--- src/rtl/lzss_stream_decoder_macros.svh ---
// Assertion macros for the LZSS stream decoder RTL.
// Included by the modules that carry concurrent assertions; no other dependencies.
`ifndef LZSS_STREAM_DECODER_MACROS_SVH
`define LZSS_STREAM_DECODER_MACROS_SVH
`ifndef SYNTH
`define LSD_ASSERT(label, clk, rst_n, prop, msg) \
	label: assert property (@(posedge clk) disable iff (!rst_n) prop) else $error(msg);
`define LSD_ASSERT_RST(label, clk, prop, msg) \
	label: assert property (@(posedge clk) prop) else $error(msg);
`else
`define LSD_ASSERT(label, clk, rst_n, prop, msg)
`define LSD_ASSERT_RST(label, clk, prop, msg)
`endif
`endif

--- src/rtl/lzss_pkg.sv ---
// Types and constants shared by the LZSS stream decoder modules.
// No dependencies.
`default_nettype none
package lzss_pkg;

	localparam int LEN_W = 9;
	localparam int QUEUE_DEPTH = 2;

	localparam logic [1:0] ST_OK      = 2'd0;
	localparam logic [1:0] ST_TRUNC   = 2'd1;
	localparam logic [1:0] ST_BADDIST = 2'd2;
	localparam logic [1:0] ST_OVERRUN = 2'd3;

	typedef enum logic [2:0] {
		PH_TAG,
		PH_LIT,
		PH_DLO,
		PH_DHI,
		PH_LEN
	} phase_t;

	typedef enum logic [1:0] {
		CMD_LIT,
		CMD_COPY,
		CMD_NOTE
	} cmd_kind_t;

	typedef enum logic [1:0] {
		B_IDLE,
		B_READ,
		B_PUT,
		B_EMIT
	} back_state_t;

	typedef struct packed {
		logic [7:0] in_byte;
		logic       first;
		logic       last;
	} in_t;

	typedef struct packed {
		logic [63:0] out_bytes;
		logic [3:0]  byte_count;
		logic        run_last;
		logic        stream_done;
		logic [1:0]  status;
	} out_t;

	typedef struct packed {
		cmd_kind_t        kind;
		logic             restart;
		logic [7:0]       data;
		logic [15:0]      distance;
		logic [LEN_W-1:0] len;
		logic             done;
		logic [1:0]       status;
	} cmd_t;

endpackage
`default_nettype wire

--- src/rtl/lzss_front.sv ---
// Token parser: takes compressed bytes, tracks tag bits and counts, decides
// end of stream and errors, and queues literal, copy and status commands.
// Depends on lzss_pkg.
`default_nettype none
module lzss_front #(
	parameter int WINDOW_BYTES = 4096,
	parameter int MATCH_BIAS   = 3
) (
	input  wire            clk,
	input  wire            arst_n,
	input  wire [31:0]     size_limit,
	input  wire            in_valid,
	output logic           in_stall,
	input  lzss_pkg::in_t  in_data,
	output logic           push,
	output lzss_pkg::cmd_t cmd,
	input  wire            full
);
	import lzss_pkg::*;

	phase_t       phase_q, ph, ph_n;
	logic [31:0]  bm_q, bm, bm_n;
	logic [7:0]   tag_q, tag, tag_n;
	logic [3:0]   idx_q, idx, idx_n;
	logic [15:0]  dist_q, distance, dist_n;
	logic         active_q, act_n;
	logic         pend_q, pend_n;
	logic         accept;
	logic         done;
	logic [1:0]   status;
	logic         has_bytes;
	logic [LEN_W-1:0] len;
	logic [32:0]  bm_end;

	assign accept   = in_valid && !full;
	assign in_stall = full;

	always_comb begin
		ph       = in_data.first ? PH_TAG : phase_q;
		bm       = in_data.first ? '0 : bm_q;
		tag      = in_data.first ? '0 : tag_q;
		idx      = in_data.first ? 4'd8 : idx_q;
		distance = in_data.first ? '0 : dist_q;
		ph_n   = ph;
		bm_n   = bm;
		tag_n  = tag;
		idx_n  = idx;
		dist_n = distance;
		act_n  = in_data.first || active_q;
		pend_n = in_data.first || pend_q;
		done   = 1'b0;
		status = ST_OK;
		has_bytes = 1'b0;
		push   = 1'b0;
		len    = LEN_W'(in_data.in_byte) + LEN_W'(MATCH_BIAS);
		bm_end = 33'(bm) + 33'(len);
		cmd    = '{kind: CMD_NOTE, restart: pend_n, data: in_data.in_byte,
			distance: distance, len: len, done: 1'b0, status: ST_OK};

		if (in_data.first && size_limit == '0) begin
			act_n    = 1'b0;
			push     = accept;
			cmd.done = 1'b1;
		end else if (act_n) begin
			unique case (ph)
				PH_TAG: begin
					tag_n = in_data.in_byte;
					idx_n = 4'd0;
					ph_n  = in_data.in_byte[0] ? PH_LIT : PH_DLO;
				end
				PH_LIT: begin
					cmd.kind  = CMD_LIT;
					has_bytes = 1'b1;
					bm_n      = bm + 32'd1;
				end
				PH_DLO: begin
					dist_n = {8'd0, in_data.in_byte};
					ph_n   = PH_DHI;
				end
				PH_DHI: begin
					dist_n = {in_data.in_byte, distance[7:0]};
					ph_n   = PH_LEN;
				end
				PH_LEN: begin
					if (distance == '0 || 32'(distance) > 32'(WINDOW_BYTES)
							|| 32'(distance) > bm) begin
						done   = 1'b1;
						status = ST_BADDIST;
					end else if (bm_end > 33'(size_limit)) begin
						done   = 1'b1;
						status = ST_OVERRUN;
					end else begin
						cmd.kind  = CMD_COPY;
						has_bytes = 1'b1;
						bm_n      = bm_end[31:0];
					end
				end
				default: ;
			endcase
			// advance to the next token after a literal or a finished copy
			if (has_bytes) begin
				idx_n = idx + 4'd1;
				if (idx_n >= 4'd8) begin
					idx_n = 4'd8;
					ph_n  = PH_TAG;
				end else begin
					ph_n = tag[idx_n[2:0]] ? PH_LIT : PH_DLO;
				end
			end
			if (!done && bm_n >= size_limit) begin
				done = 1'b1;
			end
			if (!done && in_data.last) begin
				done   = 1'b1;
				status = ST_TRUNC;
			end
			if (done) begin
				act_n = 1'b0;
			end
			cmd.done   = done;
			cmd.status = status;
			push       = accept && (has_bytes || done);
		end
		if (push) begin
			pend_n = 1'b0;
		end
	end

	always_ff @(posedge clk or negedge arst_n) begin
		if (!arst_n) begin
			phase_q  <= PH_TAG;
			bm_q     <= '0;
			tag_q    <= '0;
			idx_q    <= 4'd8;
			dist_q   <= '0;
			active_q <= 1'b0;
			pend_q   <= 1'b0;
		end else if (accept) begin
			phase_q  <= ph_n;
			bm_q     <= bm_n;
			tag_q    <= tag_n;
			idx_q    <= idx_n;
			dist_q   <= dist_n;
			active_q <= act_n;
			pend_q   <= pend_n;
		end
	end
endmodule
`default_nettype wire

--- config.mk ---
export PLATFORM = sky130hd
export DESIGN_NAME = lzss_front
export DESIGN_NICKNAME = d
export VERILOG_FILES = /design/src/rtl/lzss_stream_decoder_macros.svh /design/src/rtl/lzss_pkg.sv /design/src/rtl/lzss_front.sv
export SDC_FILE = /design/constraint.sdc
export NUM_CORES = 1
export LEC_CHECK = 0
export BUFFER_PORTS_ARGS = -buffer_cell sky130_fd_sc_hd__buf_2
export CORE_ASPECT_RATIO = 1.25
export CORE_MARGIN = 8
export CORE_UTILIZATION = 40
export CTS_BUF_LIST = sky130_fd_sc_hd__clkbuf_16
export CTS_CLUSTER_SIZE = 28
export DETAILED_ROUTE_END_ITERATION = 10
export HOLD_SLACK_MARGIN = 0.1
export PLACE_DENSITY_LB_ADDON = 0.25
export SKIP_CTS_REPAIR_TIMING = 1
export SLEW_MARGIN = 10
export SYNTH_ARGS = -nofsm -noshare
export SYNTH_HDL_FRONTEND = slang
export SYNTH_SLANG_ARGS = --single-unit
--- constraint.sdc ---
create_clock -name clk -period 9 [get_ports clk]
set_input_delay 0 -clock clk [delete_from_list [all_inputs] [get_ports clk]]
set_output_delay 0 -clock clk [all_outputs]
set_load 0.01 [all_outputs]
==> flow_metrics.py <==
metrics = {
    "placement": {
        "place_ws_ns": 0.9034,
        "io_buffers": 86,
        "dp_hpwl_mm": 24.35,
        "place_congestion": 0.9571,
    },
    "grt": {
        "antenna_found_initial": 0,
        "grt_pass1_wl_mm": 46.97,
        "grt_pass1_vias": 8042,
        "grt_max_degree": 66,
        "track_usage": 0.2496,
        "grt_overflow": 0,
    },
    "sta": {
        "finClkSkew_ns": 0.009703,
        "layout_setup_ws_ns": 0.5976,
        "rsz0062_at_grt": "no",
        "fin_crit_sh": 0.9336,
        "final.min_clock_period_ns": 8.402,
        "worst_slew_pin_slew_ns": 1.031,
        "slew_viol_final": 0,
        "setup_tns_ns": 0,
        "hold_violations": 0,
        "fmax_mhz": 119.0,
        "slew_headroom": 0.3064,
        "setup_violations": 0,
    },
    "routing": {
        "ant_nets": 0,
        "drt_wl_total_mm": 30.74,
        "wl_per_cell_um": 22.70,
        "dr.pass1.iters": 5,
        "via_per_inst": 5.996,
        "via_count": 8119,
        "drc_errors": 0,
        "drt_iter0_drc": 717,
    },
    "yosys": {
        "synth.net_count": 1146,
        "synthArstFlopShare": 1.000,
        "synth_area_per_cell_um2": 7.780,
        "yosysWarningCount": 0,
        "synth_edf_count": 0,
        "synthFlopType": "dfrtp_1",
        "synth_cell_types": 81,
        "synthCells": 1008,
        "synth-seq-cells": 65,
        "yosysSeqAreaShare": 0.2076,
        "synthesis.area_um2": 7843,
    },
    "status": {
        "outcome": "complete, no violations",
    },
    "cells_and_area": {
        "multiInputGateArea_um2": 5744,
        "syn2layout_area_growth_pct": 14.12,
        "n_antenna_cell": 0,
        "regArea_um2": 1628,
        "nNetsFinal": 1222,
        "fillerInstances": 1995,
        "drive_above_1_share": 0.1543,
    },
    "setup_path": {
        "worst_ep_arrival_time_ns": 8.40,
        "crit_type": "flip-flop to output pin",
        "worst_setup_path_start_kind": "flip-flop",
        "crit_family": "compound AO/OA/AOI/OAI gates",
        "slowest_delay_ns": 0.59,
        "slowest_stage": "o32a_1",
        "path_max_fanout": 11,
        "cp-end-kind": "output pin",
        "crit_buf_inv": 1,
        "worstPathRequired_ns": 9.00,
    },
    "floorplanning": {
        "io_pins": 87,
        "rows": 57,
        "die_w_um": 141.2,
        "initial_core_util": 0.4058,
        "core_um2": 19330,
        "dieHeight_um": 172.6,
        "die-area_um2": 24370,
    },
    "clock_tree": {
        "clkTransAtPathRegs_ns": 0.07,
        "cts_buffer_depth": 2,
        "cts_inserted_buffers": 9,
        "cts_root_buffer": "clkbuf_16",
        "cts_tree": "built",
        "numClockSinks": 65,
        "cts_max_level": 3,
        "clkLatencyLatePin_ns": 0.35,
    },
    "worst_hold_path": {
        "hold_class": "primary input to flip-flop",
    },
    "power": {
        "powerDensity_nw_per_um2": 119.8,
        "power.leakage_nw": 4.238,
        "finalPower_mw": 1.072,
        "ir_drop_v": 0.00009803,
    },
    "flow_run": {
        "cap_viol_max_count": 0,
    },
}
-- routing by layer --
layer / track usage / share of wire / vias up
li1: - / - / 3806
met1: 0.2825 / 0.40 / 3888
met2: 0.4214 / 0.48 / 327
met3: 0.04216 / 0.055 / 98
met4: 0.1697 / 0.070 / 0
met5: 0 / 0 / -
-- through the flow --
| stage | hold WS [ns] | utilization | instance area (um^2) | std cells |
|---|---|---|---|---|
| CTS | -0.08358 | 0.4561 | 8815 | 1341 |
| floorplan | -0.2956 | - | 7843 | 1008 |
| global placement | 0.2188 | 0.4402 | 8508 | 1325 |
| global route | 0.1094 | 0.4631 | 8950 | 1354 |
| detailed placement | 0.2200 | 0.4402 | 8508 | 1325 |
| finish | 0.09298 | 0.4631 | 8950 | 1354 |
-- worst reg2reg max path: cells and delay by family (launching register included) --
| kind | cells | cell delay, ns |
|---|---|---|
| xor+xnor | 2 | 0.29 |
| simple gates | 12 | 2.84 |
| fa+ha+maj | 4 | 1.23 |
| flops | 1 | 0.42 |
| compound gates | 14 | 3.14 |
-- placed cells by master, fill, tap and decap left out, drive strengths merged, types with 3 or more instances in the layout --
cell type	instances
dfrtp	64
a32oi	3
and3	12
o21ai	77
dlygate4sd3	13
nand3	20
inv	66
a21o	25
a22o	17
buf	106
o22ai	8
a31oi	10
o41ai	4
or3	4
nor3	24
clkbuf	9
nor4	20
a21oi	59
nand4	30
or2	11
nand2	111
o21a	8
mux2i	4
mux2	6
xnor2	44
xor2	18
a22oi	7
o31ai	11
o221ai	5
o211ai	7
nor2	80
ha	91
nand3b	3
nor2b	50
nand2b	15
and4	4
o311ai	3
-- power breakdown --
part | switching [mW] | internal [mW]
combinational | 0.202 | 0.130
sequential | 0.0336 | 0.321
clock | 0.165 | 0.220
total | 0.401 | 0.671
-- sequential cells by signal (all words and copies together), names as in the netlist --
name and count:
bm_q 32, dist_q 16, tag_q 8, idx_q 4, phase_q 3, active_q 1, pend_q 1
-- cells in the mapped netlist (25+ instances only) --
| library cell | n | share of area |
|---|---|---|
| a21oi_1 | 59 | 0.038 |
| dfrtp_1 | 64 | 0.20 |
| xnor2_1 | 42 | 0.047 |
| nand2_1 | 111 | 0.053 |
| nor2_1 | 78 | 0.037 |
| ha_1 | 91 | 0.15 |
| inv_1 | 57 | 0.027 |
| clkbuf_1 | 32 | 0.015 |
| a21o_1 | 25 | 0.024 |
| nand4_1 | 29 | 0.023 |
| o21ai_0 | 65 | 0.041 |
| nor2b_1 | 49 | 0.039 |
-- cell type report --
type | instances | area share
multi-input combinational | 828 | 0.6418
sequential | 65 | 0.1819
timing repair buffer | 119 | 0.07941
tap | 265 | 0.03705
inverter | 61 | 0.02558
clock buffer | 9 | 0.02516
clock inverter | 7 | 0.009087
-- worst paths after layout --
check                         start          to  slack [ns]  cells past startpoint
min in group asynchronous    arst_n    bm_q[24]        0.40                      3
min reg2reg                tag_q[4]    tag_q[4]        0.49                      2
max                         bm_q[0]        push        0.60                     33
max reg2reg                 bm_q[0]    active_q        0.98                     32
max in group asynchronous    arst_n     bm_q[1]        7.96                      3
min                            full  phase_q[1]        0.09                      3
-- logic make-up after synthesis --
logic type / synth area share
flip-flops: 0.2076
multiplexers: 0.01946
XOR/XNOR: 0.07833
buffers and inverters: 0.06206
AO/OA/AOI/OAI: 0.2326
AND/OR/NAND/NOR: 0.2522
adder cells (fa/ha/maj): 0.1477
Note: power is estimated with default switching activity, not from simulation.
