===== src/rtl/lzss_stream_decoder_macros.svh =====
// Assertion macros for the LZSS stream decoder RTL.
// Included by the modules that carry concurrent assertions; no other dependencies.
`ifndef LZSS_STREAM_DECODER_MACROS_SVH
`define LZSS_STREAM_DECODER_MACROS_SVH
`ifndef SYNTH
`define LSD_ASSERT(label, clk, rst_n, prop, msg) \
	label: assert property (@(posedge clk) disable iff (!rst_n) prop) else $error(msg);
`define LSD_ASSERT_RST(label, clk, prop, msg) \
	label: assert property (@(posedge clk) prop) else $error(msg);
`else
`define LSD_ASSERT(label, clk, rst_n, prop, msg)
`define LSD_ASSERT_RST(label, clk, prop, msg)
`endif
`endif


===== src/rtl/lzss_pkg.sv =====
// Types and constants shared by the LZSS stream decoder modules.
// No dependencies.
`default_nettype none
package lzss_pkg;

	localparam int LEN_W = 9;
	localparam int QUEUE_DEPTH = 2;

	localparam logic [1:0] ST_OK      = 2'd0;
	localparam logic [1:0] ST_TRUNC   = 2'd1;
	localparam logic [1:0] ST_BADDIST = 2'd2;
	localparam logic [1:0] ST_OVERRUN = 2'd3;

	typedef enum logic [2:0] {
		PH_TAG,
		PH_LIT,
		PH_DLO,
		PH_DHI,
		PH_LEN
	} phase_t;

	typedef enum logic [1:0] {
		CMD_LIT,
		CMD_COPY,
		CMD_NOTE
	} cmd_kind_t;

	typedef enum logic [1:0] {
		B_IDLE,
		B_READ,
		B_PUT,
		B_EMIT
	} back_state_t;

	typedef struct packed {
		logic [7:0] in_byte;
		logic       first;
		logic       last;
	} in_t;

	typedef struct packed {
		logic [63:0] out_bytes;
		logic [3:0]  byte_count;
		logic        run_last;
		logic        stream_done;
		logic [1:0]  status;
	} out_t;

	typedef struct packed {
		cmd_kind_t        kind;
		logic             restart;
		logic [7:0]       data;
		logic [15:0]      distance;
		logic [LEN_W-1:0] len;
		logic             done;
		logic [1:0]       status;
	} cmd_t;

endpackage
`default_nettype wire


===== src/rtl/lzss_cmd_fifo.sv =====
// Short command queue between the token parser and the copy engine.
// Depends on lzss_pkg for the command type.
`default_nettype none
module lzss_cmd_fifo (
	input  wire            clk,
	input  wire            arst_n,
	input  wire            push,
	input  lzss_pkg::cmd_t wdata,
	output logic           full,
	input  wire            pop,
	output lzss_pkg::cmd_t rdata,
	output logic           empty
);
	import lzss_pkg::*;

	localparam int PW = $clog2(QUEUE_DEPTH);

	cmd_t            slot_q [QUEUE_DEPTH];
	logic [PW-1:0]   wr_q;
	logic [PW-1:0]   rd_q;
	logic [PW:0]     cnt_q;

	assign full  = (cnt_q == (PW+1)'(QUEUE_DEPTH));
	assign empty = (cnt_q == '0);
	assign rdata = slot_q[rd_q];

	always_ff @(posedge clk) begin
		if (push) begin
			slot_q[wr_q] <= wdata;
		end
	end

	always_ff @(posedge clk or negedge arst_n) begin
		if (!arst_n) begin
			wr_q  <= '0;
			rd_q  <= '0;
			cnt_q <= '0;
		end else begin
			if (push) begin
				wr_q <= (wr_q == PW'(QUEUE_DEPTH-1)) ? '0 : wr_q + 1'b1;
			end
			if (pop) begin
				rd_q <= (rd_q == PW'(QUEUE_DEPTH-1)) ? '0 : rd_q + 1'b1;
			end
			cnt_q <= cnt_q + (PW+1)'(push) - (PW+1)'(pop);
		end
	end
endmodule
`default_nettype wire


===== config.mk =====
export PLATFORM = sky130hd
export DESIGN_NAME = lzss_cmd_fifo
export DESIGN_NICKNAME = d
export VERILOG_FILES = /design/src/rtl/lzss_stream_decoder_macros.svh /design/src/rtl/lzss_pkg.sv /design/src/rtl/lzss_cmd_fifo.sv
export SDC_FILE = /design/constraint.sdc
export NUM_CORES = 1
export LEC_CHECK = 0
export BUFFER_PORTS_ARGS = -buffer_cell sky130_fd_sc_hd__buf_2
export CAP_MARGIN = 20
export CORE_ASPECT_RATIO = 0.8
export CORE_MARGIN = 2
export CORE_UTILIZATION = 50
export DETAILED_ROUTE_END_ITERATION = 16
export GPL_TIMING_DRIVEN = 0
export PLACE_DENSITY = 0.77
export SYNTH_ARGS = -nofsm -noshare
export SYNTH_HDL_FRONTEND = slang
export SYNTH_SLANG_ARGS = --single-unit

===== constraint.sdc =====
create_clock -name clk -period 8.3 [get_ports clk]
set_input_delay 0.83 -clock clk [delete_from_list [all_inputs] [get_ports clk]]
set_output_delay 0.83 -clock clk [all_outputs]
set_load 0.02 [all_outputs]

==> results.py, run 1 <==
metrics = {
    "outcome": {
        "outcome": "finished clean",
    },
    "clock_network": {
        "clock_latency_ns": 0.34,
        "htreeDepth": 3,
        "clock_sinks": 82,
        "clk_path_buf_depth": 2,
        "ctsHoldBuffers": 0,
        "cts-resized-gates": 0,
        "cts_tree": "built",
        "clk_pin_slew_ns": 0.07,
        "cts_buffers": 9,
        "cts.root.buffer_cell": "clkbuf_8",
        "post-cts-setup-buffers": 0,
    },
    "setup_path": {
        "startpoint_type": "register",
        "r2r_slack_ns": 6.88,
        "cp.depth": 3,
        "crit_path_max_fanout": 10,
        "max_stage_delay_ns": 0.46,
        "end_kind": "output port",
        "crit_type": "register to output port",
        "r2r-start": "wr_q",
        "crit_buf_inv": 2,
        "rr_worst_depth": 2,
        "slowest_stage": "dfrtp_1",
        "critPathTopFamily": "flip-flops",
        "crit_arrival_ns": 1.50,
        "required_ns": 7.47,
        "crit_chain": "buf_6 > mux2_2 > buf_2",
        "r2r_end": "slot_q[0][22]",
    },
    "sta": {
        "timing.hold.ws_ns": 0.283,
        "hold_violations": 0,
        "slew_headroom": 0.674,
        "slew_violations": 0,
        "fmax_mhz": 429,
        "worstMarginPinSlew_ns": 0.487,
        "setup_tns_ns": 0,
        "period_share": 0.281,
        "finalSetupViolCount": 0,
        "skew_ns": 0.00472,
        "period_minus_slack_ns": 2.33,
        "rsz0062_at_grt": "false",
    },
    "yosys": {
        "synth_top_cell_by_area": "edfxtp_1",
        "synthesis.nets": 181,
        "synth_seq_cells": 82,
        "yosysWarningCount": 0,
        "yosys.area.top_type_share": 0.775,
        "post_synth_instance_area_sq_um": 3020,
        "synth_cells": 136,
        "ys_types": 11,
        "avgSynthCellArea_sq_um": 22.2,
        "yosysSeqAreaShare": 0.808,
        "synth_area_leaders": "edfxtp_1 77%, mux2_2 15%, dfrtp_1 3.3%",
    },
    "die": {
        "initial_utilization": 0.514,
        "die_w_um": 90.9,
        "io_pins": 84,
        "dieArea_sq_um": 6690,
        "die_h_um": 73.5,
        "std_cell_rows": 25,
        "core_area_sq_um": 5880,
    },
    "global_route": {
        "grt_max_degree": 26,
        "grtUsageTotal": 0.160,
        "grt_pass1_vias": 1604,
        "grt_pass1_wl_um": 7730,
        "antenna_found_initial": 0,
        "overflow": 0,
    },
    "drt": {
        "vias": 1519,
        "drt-vias-per-instance": 4.78,
        "dr.pass1.iters": 4,
        "wl_per_cell_um": 15.6,
        "totalWireLength_um": 4960,
        "drt_iter0_drc": 40,
        "drc": 0,
        "antenna_left": 0,
    },
    "placement": {
        "portBuffers": 83,
        "dp_cells": 302,
        "dp_hpwl_um": 3410,
        "place_congestion": 0.649,
    },
    "finish": {
        "layoutNonFillerInstCount": 318,
        "nFillCells": 438,
        "diodes": 0,
        "nNetsFinal": 277,
        "syn2layout_area_growth_pct": 25.7,
        "final_layout_size_suffix_gt1_frac": 0.603,
    },
    "pwr": {
        "power_mw": 1.33,
        "powerDensity_nw_per_um2": 349,
        "vdd.ir_drop.worst_v": 0.000271,
        "p_leak_nw": 1.47,
    },
    "min_path": {
        "hp-class": "primary input to async pin",
    },
    "job": {
        "maxCapViolCount": 0,
    },
}
state kept, by name, summed over array words and instances, names as in the netlist:
name,cells
wr_q,1
cnt_q,2
slot_q,78
rd_q,1
power by group:
part	total (mW)	switching [mW]	internal (mW)
combinational	0.448	0.254	0.194
clock	0.302	0.131	0.170
sequential	0.577	0.0272	0.550
total	1.33	0.412	0.915
metal layers:
| layer | wire length (um) | GRT usage | part of all wire |
|---|---|---|---|
| met1 | 2140 | 0.196 | 0.43 |
| met2 | 2380 | 0.262 | 0.48 |
| met3 | 401 | 0.0738 | 0.081 |
| met4 | 43 | 0.0404 | 0.0087 |
| met5 | 0 | 0 | 0 |
placed cells by master (no fill, tap or decap):
cell type / Yosys / layout
clkbuf_8: 0 / 9
xor3_1: 1 / 1
nor2_1: 1 / 1
edfxtp_1: 78 / 78
ha_1: 2 / 2
dfrtp_1: 4 / 4
buf_2: 0 / 83
inv_1: 2 / 2
and2_2: 0 / 1
nor2b_1: 2 / 1
clkbuf_1: 0 / 3
clkinv_4: 0 / 1
clkinvlp_4: 0 / 1
buf_6: 4 / 4
buf_12: 0 / 2
nor2b_4: 0 / 1
bufinv_16: 0 / 2
xor2_1: 2 / 2
mux2_2: 39 / 39
worst reg2reg max path: stages, from the launching register on:
cell and delay [ns]:
dfrtp_1 0.43, nor2b_4 0.43, buf_12 0.26
worst max path at each step:
| stage | to | start | slack (ns) |
|---|---|---|---|
| floorplan | slot_q[0][0] | push | 5.28 |
| global placement | slot_q[0][8] | push | 4.21 |
| detailed placement | slot_q[0][18] | push | 6.29 |
| CTS | rdata[10] | rd_q | 5.93 |
| global route | rdata[10] | rd_q | 5.86 |
| finish | rdata[38] | rd_q | 5.97 |
stage by stage:
stage	utilization	setup slack [ns]	cell area [sq um]
after global routing	0.646	5.86	3800
final	0.646	5.97	3800
after detailed placement	0.610	6.29	3590
after global placement	0.602	4.21	3540
after CTS	0.646	5.93	3800
after floorplan	-	5.28	3020
cell usage after synthesis:
master     n
edfxtp_1  78
buf_6      4
inv_1      2
mux2_2    39
nor2b_1    2
nor2_1     1
dfrtp_1    4
and2_1     1
ha_1       2
xor3_1     1
xor2_1     2
area by class of cell:
cell class / count / area [sq um] / area share
Clock buffer: 12 / 135 / 0.0356
Sequential cell: 82 / 2440 / 0.643
Inverter: 2 / 7.51 / 0.00198
Tap cell: 81 / 101 / 0.0267
Buffer: 4 / 45.0 / 0.0119
Multi-Input combinational cell: 48 / 537 / 0.141
Timing Repair Buffer: 85 / 455 / 0.120
Clock inverter: 4 / 76.3 / 0.0201
cells by family (layout without fill, tap and decap cells):
kind of cell               Yosys count  in the layout  synth area share
muxes                               39             39             0.145
buffers and inverters                6            107            0.0174
xor gates and xnor gates             3              3            0.0137
adders and majority gates            2              2           0.00828
DFF                                 82             82             0.808
and+or+nand+nor                      4              4           0.00745
(Power assumes the default switching activity.)
==> run 2, diff against run 1 <==
CORE_UTILIZATION = 46   (was 50)
PLACE_DENSITY = 0.74   (was 0.77)
clock period = 2.1 ns   (was 8.3 ns; I/O delays follow)
==> results.py, run 2 (synthesized netlist as in run 1, its figures left out) <==
metrics = {
    "finish": {
        "top_register": "slot_q",
        "syn2layout_area_growth_pct": 27.4,
        "diodes": 0,
        "final_common_cell": "buf_2",
        "layoutNonFillerInstCount": 322,
        "layout_common_cells": "83 x buf_2, 78 x edfxtp_1, 39 x mux2_2, 9 x clkbuf_8",
        "largestRegisters": "slot_q x78, cnt_q x2",
        "final_layout_size_suffix_gt1_frac": 0.605,
        "largest_reg_flops": 78,
        "postLayoutCoreUtil": 0.604,
        "nNetsFinal": 278,
    },
    "setup_path": {
        "critPathTopFamily": "flip-flops",
        "r2r-start": "wr_q",
        "crit_buf_inv": 2,
        "r2r_slack_ns": 0.58,
        "crit_chain": "buf_6 > mux2_2 > buf_2",
        "end_kind": "output port",
        "startpoint_type": "register",
        "required_ns": 1.89,
        "max_stage_delay_ns": 0.46,
        "slowest_stage": "dfrtp_1",
        "crit_path_max_fanout": 10,
        "worstSetupStartpoint": "rd_q",
        "crit_arrival_ns": 1.52,
        "crit_type": "register to output port",
    },
    "drt": {
        "drt-vias-per-instance": 4.75,
        "antenna_left": 0,
        "totalWireLength_um": 4910,
        "dr.pass1.iters": 6,
        "drc": 0,
        "drt_iter0_drc": 41,
        "wl_per_cell_um": 15.3,
        "vias": 1529,
    },
    "global_route": {
        "grt_pass1_wl_um": 7350,
        "grtUsageTotal": 0.140,
        "grt_max_degree": 21,
        "antenna_found_initial": 0,
        "grt_pass1_vias": 1509,
        "overflow": 0,
    },
    "pwr": {
        "vdd.ir_drop.worst_v": 0.000996,
        "powerDensity_nw_per_um2": 1400,
        "p_leak_nw": 1.49,
        "power_mw": 5.37,
    },
    "die": {
        "dieArea_sq_um": 7240,
        "initial_utilization": 0.474,
        "io_pins": 84,
        "std_cell_rows": 26,
        "die_w_um": 94.6,
        "core_area_sq_um": 6380,
        "die_h_um": 76.5,
    },
    "sta": {
        "timing.hold.ws_ns": 0.0487,
        "rsz0062_at_grt": "false",
        "hold_violations": 0,
        "slew_violations": 0,
        "worstMarginPinSlew_ns": 0.673,
        "slew_headroom": 0.550,
        "setup_tns_ns": 0,
        "skew_ns": 0.00363,
        "period_minus_slack_ns": 1.73,
        "finalSetupViolCount": 0,
        "period_share": 0.824,
        "fmax_mhz": 578,
    },
    "clock_network": {
        "cts_tree": "built",
        "cts.root.buffer_cell": "clkbuf_8",
        "clk_pin_slew_ns": 0.08,
        "post-cts-setup-buffers": 0,
        "cts_buffers": 9,
        "clock_sinks": 82,
        "clk_path_buf_depth": 2,
        "clock_latency_ns": 0.34,
        "htreeDepth": 3,
    },
    "placement": {
        "dp_cells": 305,
        "dp_hpwl_um": 3340,
        "place_congestion": 0.687,
        "portBuffers": 83,
    },
    "job": {
        "maxCapViolCount": 0,
    },
    "min_path": {
        "hp-class": "primary input to register",
        "worstHoldStart": "wdata[15]",
    },
    "outcome": {
        "outcome": "finished clean",
    },
}
==> run 2: what timing repair did <==
| action | 4_1_cts | 5_1_grt |
|---|---|---|
| endpoints found under the hold margin | 4 | 0 |
| setup endpoints to repair | 0 | 0 |
| gates resized for setup | 0 | 0 |
| hold buffers | 1 | 0 |
==> run 2: worst paths after layout <==
path,endpoint,cells past startpoint
worst max-delay path,rdata[12],3
worst min-delay path,slot_q[1][15],1
worst max register to register,slot_q[0][1],2
worst min register to register,wr_q,1
max in group asynchronous,cnt_q[0],2
min in group asynchronous,wr_q,2
==> run 2: where the power goes <==
| group | switching (mW) | internal (mW) |
|---|---|---|
| Combinational | 1.01 | 0.785 |
| Sequential | 0.102 | 2.17 |
| Clock | 0.516 | 0.788 |
| Total | 1.63 | 3.75 |
==> run 2: routing by layer <==
layer	routed length (um)	share of wire	global-route usage
met5	0	0	0
met4	55	0.011	0.0478
met1	2190	0.45	0.172
met3	467	0.095	0.0781
met2	2200	0.45	0.208
==> run 2: layout make-up <==
| cell class | instances | area, sq um |
|---|---|---|
| flip-flops and latches | 82 | 2440 |
| clock buffers | 11 | 131 |
| well taps | 84 | 105 |
| multi-input cells | 48 | 537 |
| fillers | 494 | 2520 |
| inverters | 2 | 7.51 |
| clock inverters | 5 | 103 |
| repair buffers | 86 | 480 |
| plain buffers | 4 | 45.0 |
==> run 2: metrics by stage <==
stage                     area [sq um]  worst slack, ns
after floorplan                   3030            0.254
after global placement            3550           -0.300
after detailed placement          3610            0.550
after CTS                         3850            0.339
after global routing              3850            0.300
final                             3850            0.370
==> run 2: worst reg2reg max path, stage by stage, from the launching register on <==
cell and delay, ns:
dfrtp_1 0.42, nor2b_4 0.56, buf_16 0.24
==> run 3, diff against run 2 <==
clock period = 1.49 ns   (was 2.1 ns; I/O delays follow)
==> results.py, run 3 (synthesized netlist as in run 1, its figures left out) <==
metrics = {
    "outcome": {
        "outcome": "complete, but fails checks",
        "failed_checks": "negative setup slack",
    },
    "clock_network": {
        "clock_sinks": 82,
        "htreeDepth": 3,
        "cts_buffers": 9,
        "cts.root.buffer_cell": "clkbuf_8",
        "clk_path_buf_depth": 2,
        "cts_tree": "built",
        "clock_latency_ns": 0.33,
        "clk_pin_slew_ns": 0.07,
    },
    "die": {
        "die_w_um": 94.6,
        "core_area_sq_um": 6380,
        "std_cell_rows": 26,
        "die_h_um": 76.5,
        "initial_utilization": 0.474,
        "io_pins": 84,
        "dieArea_sq_um": 7240,
    },
    "drt": {
        "dr_wl_met3_um": 428,
        "dr.pass1.iters": 4,
        "drc": 0,
        "drt_iter0_drc": 49,
        "vias": 1695,
        "antenna_left": 0,
        "wl_met1_um": 2260,
        "wl_met2_um": 2840,
        "wl_per_cell_um": 15.5,
        "top_layer": "met4",
        "totalWireLength_um": 5570,
        "drt-vias-per-instance": 4.71,
    },
    "setup_path": {
        "crit_path_max_fanout": 10,
        "r2r-start": "wr_q",
        "max_stage_delay_ns": 0.44,
        "end_kind": "output port",
        "r2r_slack_ns": 0.16,
        "crit_arrival_ns": 1.46,
        "startpoint_type": "register",
        "crit_chain": "buf_6 > mux2_2 > buf_2",
        "rr_worst_depth": 1,
        "slowest_stage": "dfrtp_2",
        "required_ns": 1.34,
        "crit_type": "register to output port",
        "r2r_end": "slot_q[1][0]",
    },
    "sta": {
        "worstMarginPinSlew_ns": 0.542,
        "period_minus_slack_ns": 1.61,
        "setup_ws_ns": -0.119,
        "skew_ns": 0.00647,
        "hold_violations": 0,
        "finalSetupViolCount": 39,
        "fmax_mhz": 621,
        "slew_headroom": 0.639,
        "period_share": 1.08,
        "timing.hold.ws_ns": 0.0267,
        "slew_violations": 0,
        "rsz0062_at_grt": "true",
    },
    "finish": {
        "largestRegisters": "slot_q x78, cnt_q x2",
        "top_register": "slot_q",
        "diodes": 0,
        "nNetsFinal": 318,
        "largest_reg_flops": 78,
        "layout_common_cells": "81 x buf_2, 78 x edfxtp_1, 40 x dlygate4sd3_1, 37 x mux2_2, 9 x clkbuf_8",
        "final_common_cell": "buf_2",
        "postLayoutCoreUtil": 0.663,
        "layoutNonFillerInstCount": 360,
        "final_layout_size_suffix_gt1_frac": 0.522,
        "syn2layout_area_growth_pct": 39.9,
    },
    "global_route": {
        "grt_pass1_vias": 1802,
        "antenna_found_initial": 0,
        "grt_max_degree": 40,
        "grtUsageTotal": 0.161,
        "grt_pass1_wl_um": 8630,
        "overflow": 0,
    },
    "min_path": {
        "hold_end": "slot_q[1][8]",
        "worstHoldStart": "wdata[8]",
        "hold_depth": 1,
        "hp-class": "primary input to register",
    },
    "pwr": {
        "vdd.ir_drop.worst_v": 0.00105,
        "switching_share": 0.307,
        "comb_power_share": 0.358,
        "pwr-share-seq": 0.429,
        "power.net_switching_mw": 2.31,
        "p_int_mw": 5.22,
        "clkPwrFrac": 0.213,
        "p_leak_nw": 1.66,
        "powerDensity_nw_per_um2": 1780,
    },
    "job": {
        "maxCapViolCount": 0,
    },
    "placement": {
        "dp_cells": 304,
        "place_congestion": 0.658,
        "dp_hpwl_um": 3400,
        "portBuffers": 83,
    },
}
## run 3: cell types whose count changed in the layout (fill, tap and decap cells not counted), sizes merged
cell,change
clkinv,+1
bufinv,-1
clkinvlp,-1
clkbuf,-1
dlygate4sd3,+39
buf,+1
## run 3: how the worst max path moves through the flow
stage	from	endpoint	slack, ns
2_1_floorplan	wr_q	slot_q[0][0]	0.06
3_3_place_gp	wr_q	slot_q[0][35]	-0.26
3_5_place_dp	wr_q	slot_q[1][36]	-0.17
4_1_cts	rd_q	rdata[19]	-0.14
5_1_grt	rd_q	rdata[18]	-0.19
6_report	rd_q	rdata[16]	-0.12
## run 3: critical path: cells and delay by family, from the launching register on
family	cells	cell delay (ns)
buffers and inverters	2	0.34
DFF	1	0.44
muxes	1	0.35
## run 3: through the flow
stage	total power, mW	area [sq um]	setup WS, ns	TNS (ns)
2_1_floorplan	4.98	3030	0.0648	0
3_3_place_gp	5.69	3550	-0.257	-15.56
3_5_place_dp	5.81	3580	-0.166	-7.02
4_1_cts	7.62	4210	-0.143	-4.90
5_1_grt	7.91	4230	-0.191	-6.57
6_report	7.52	4230	-0.119	-3.82
## run 3: cell type report
cell class / count / area [sq um]
plain buffers: 4 / 48.8
multi-input cells: 48 / 546
fillers: 487 / 2150
well taps: 84 / 105
inverters: 2 / 7.51
repair buffers: 126 / 883
clock buffers: 10 / 128
flip-flops and latches: 82 / 2440
clock inverters: 4 / 68.8
## run 3: what timing repair did
action	4_1_cts	5_1_grt
gates resized for setup	9	0
hold buffers	38	2
buffers inserted	2	0
setup endpoints to repair	100	39
endpoints found under the hold margin	75	3
## run 3: routing by layer
metal | up-vias | GRT usage
met2 | 69 | 0.277
met3 | 6 | 0.0673
met5 | - | 0
li1 | 801 | -
met1 | 819 | 0.186
met4 | 0 | 0.0391
## run 3: power by group through the flow
stage / Sequential (mW) / Clock [mW] / Combinational (mW)
2_1_floorplan: 3.22 / 0 / 1.76
3_3_place_gp: 3.25 / 0 / 2.45
3_5_place_dp: 3.28 / 0 / 2.54
4_1_cts: 3.23 / 1.66 / 2.74
5_1_grt: 3.27 / 1.75 / 2.89
6_report: 3.23 / 1.60 / 2.69
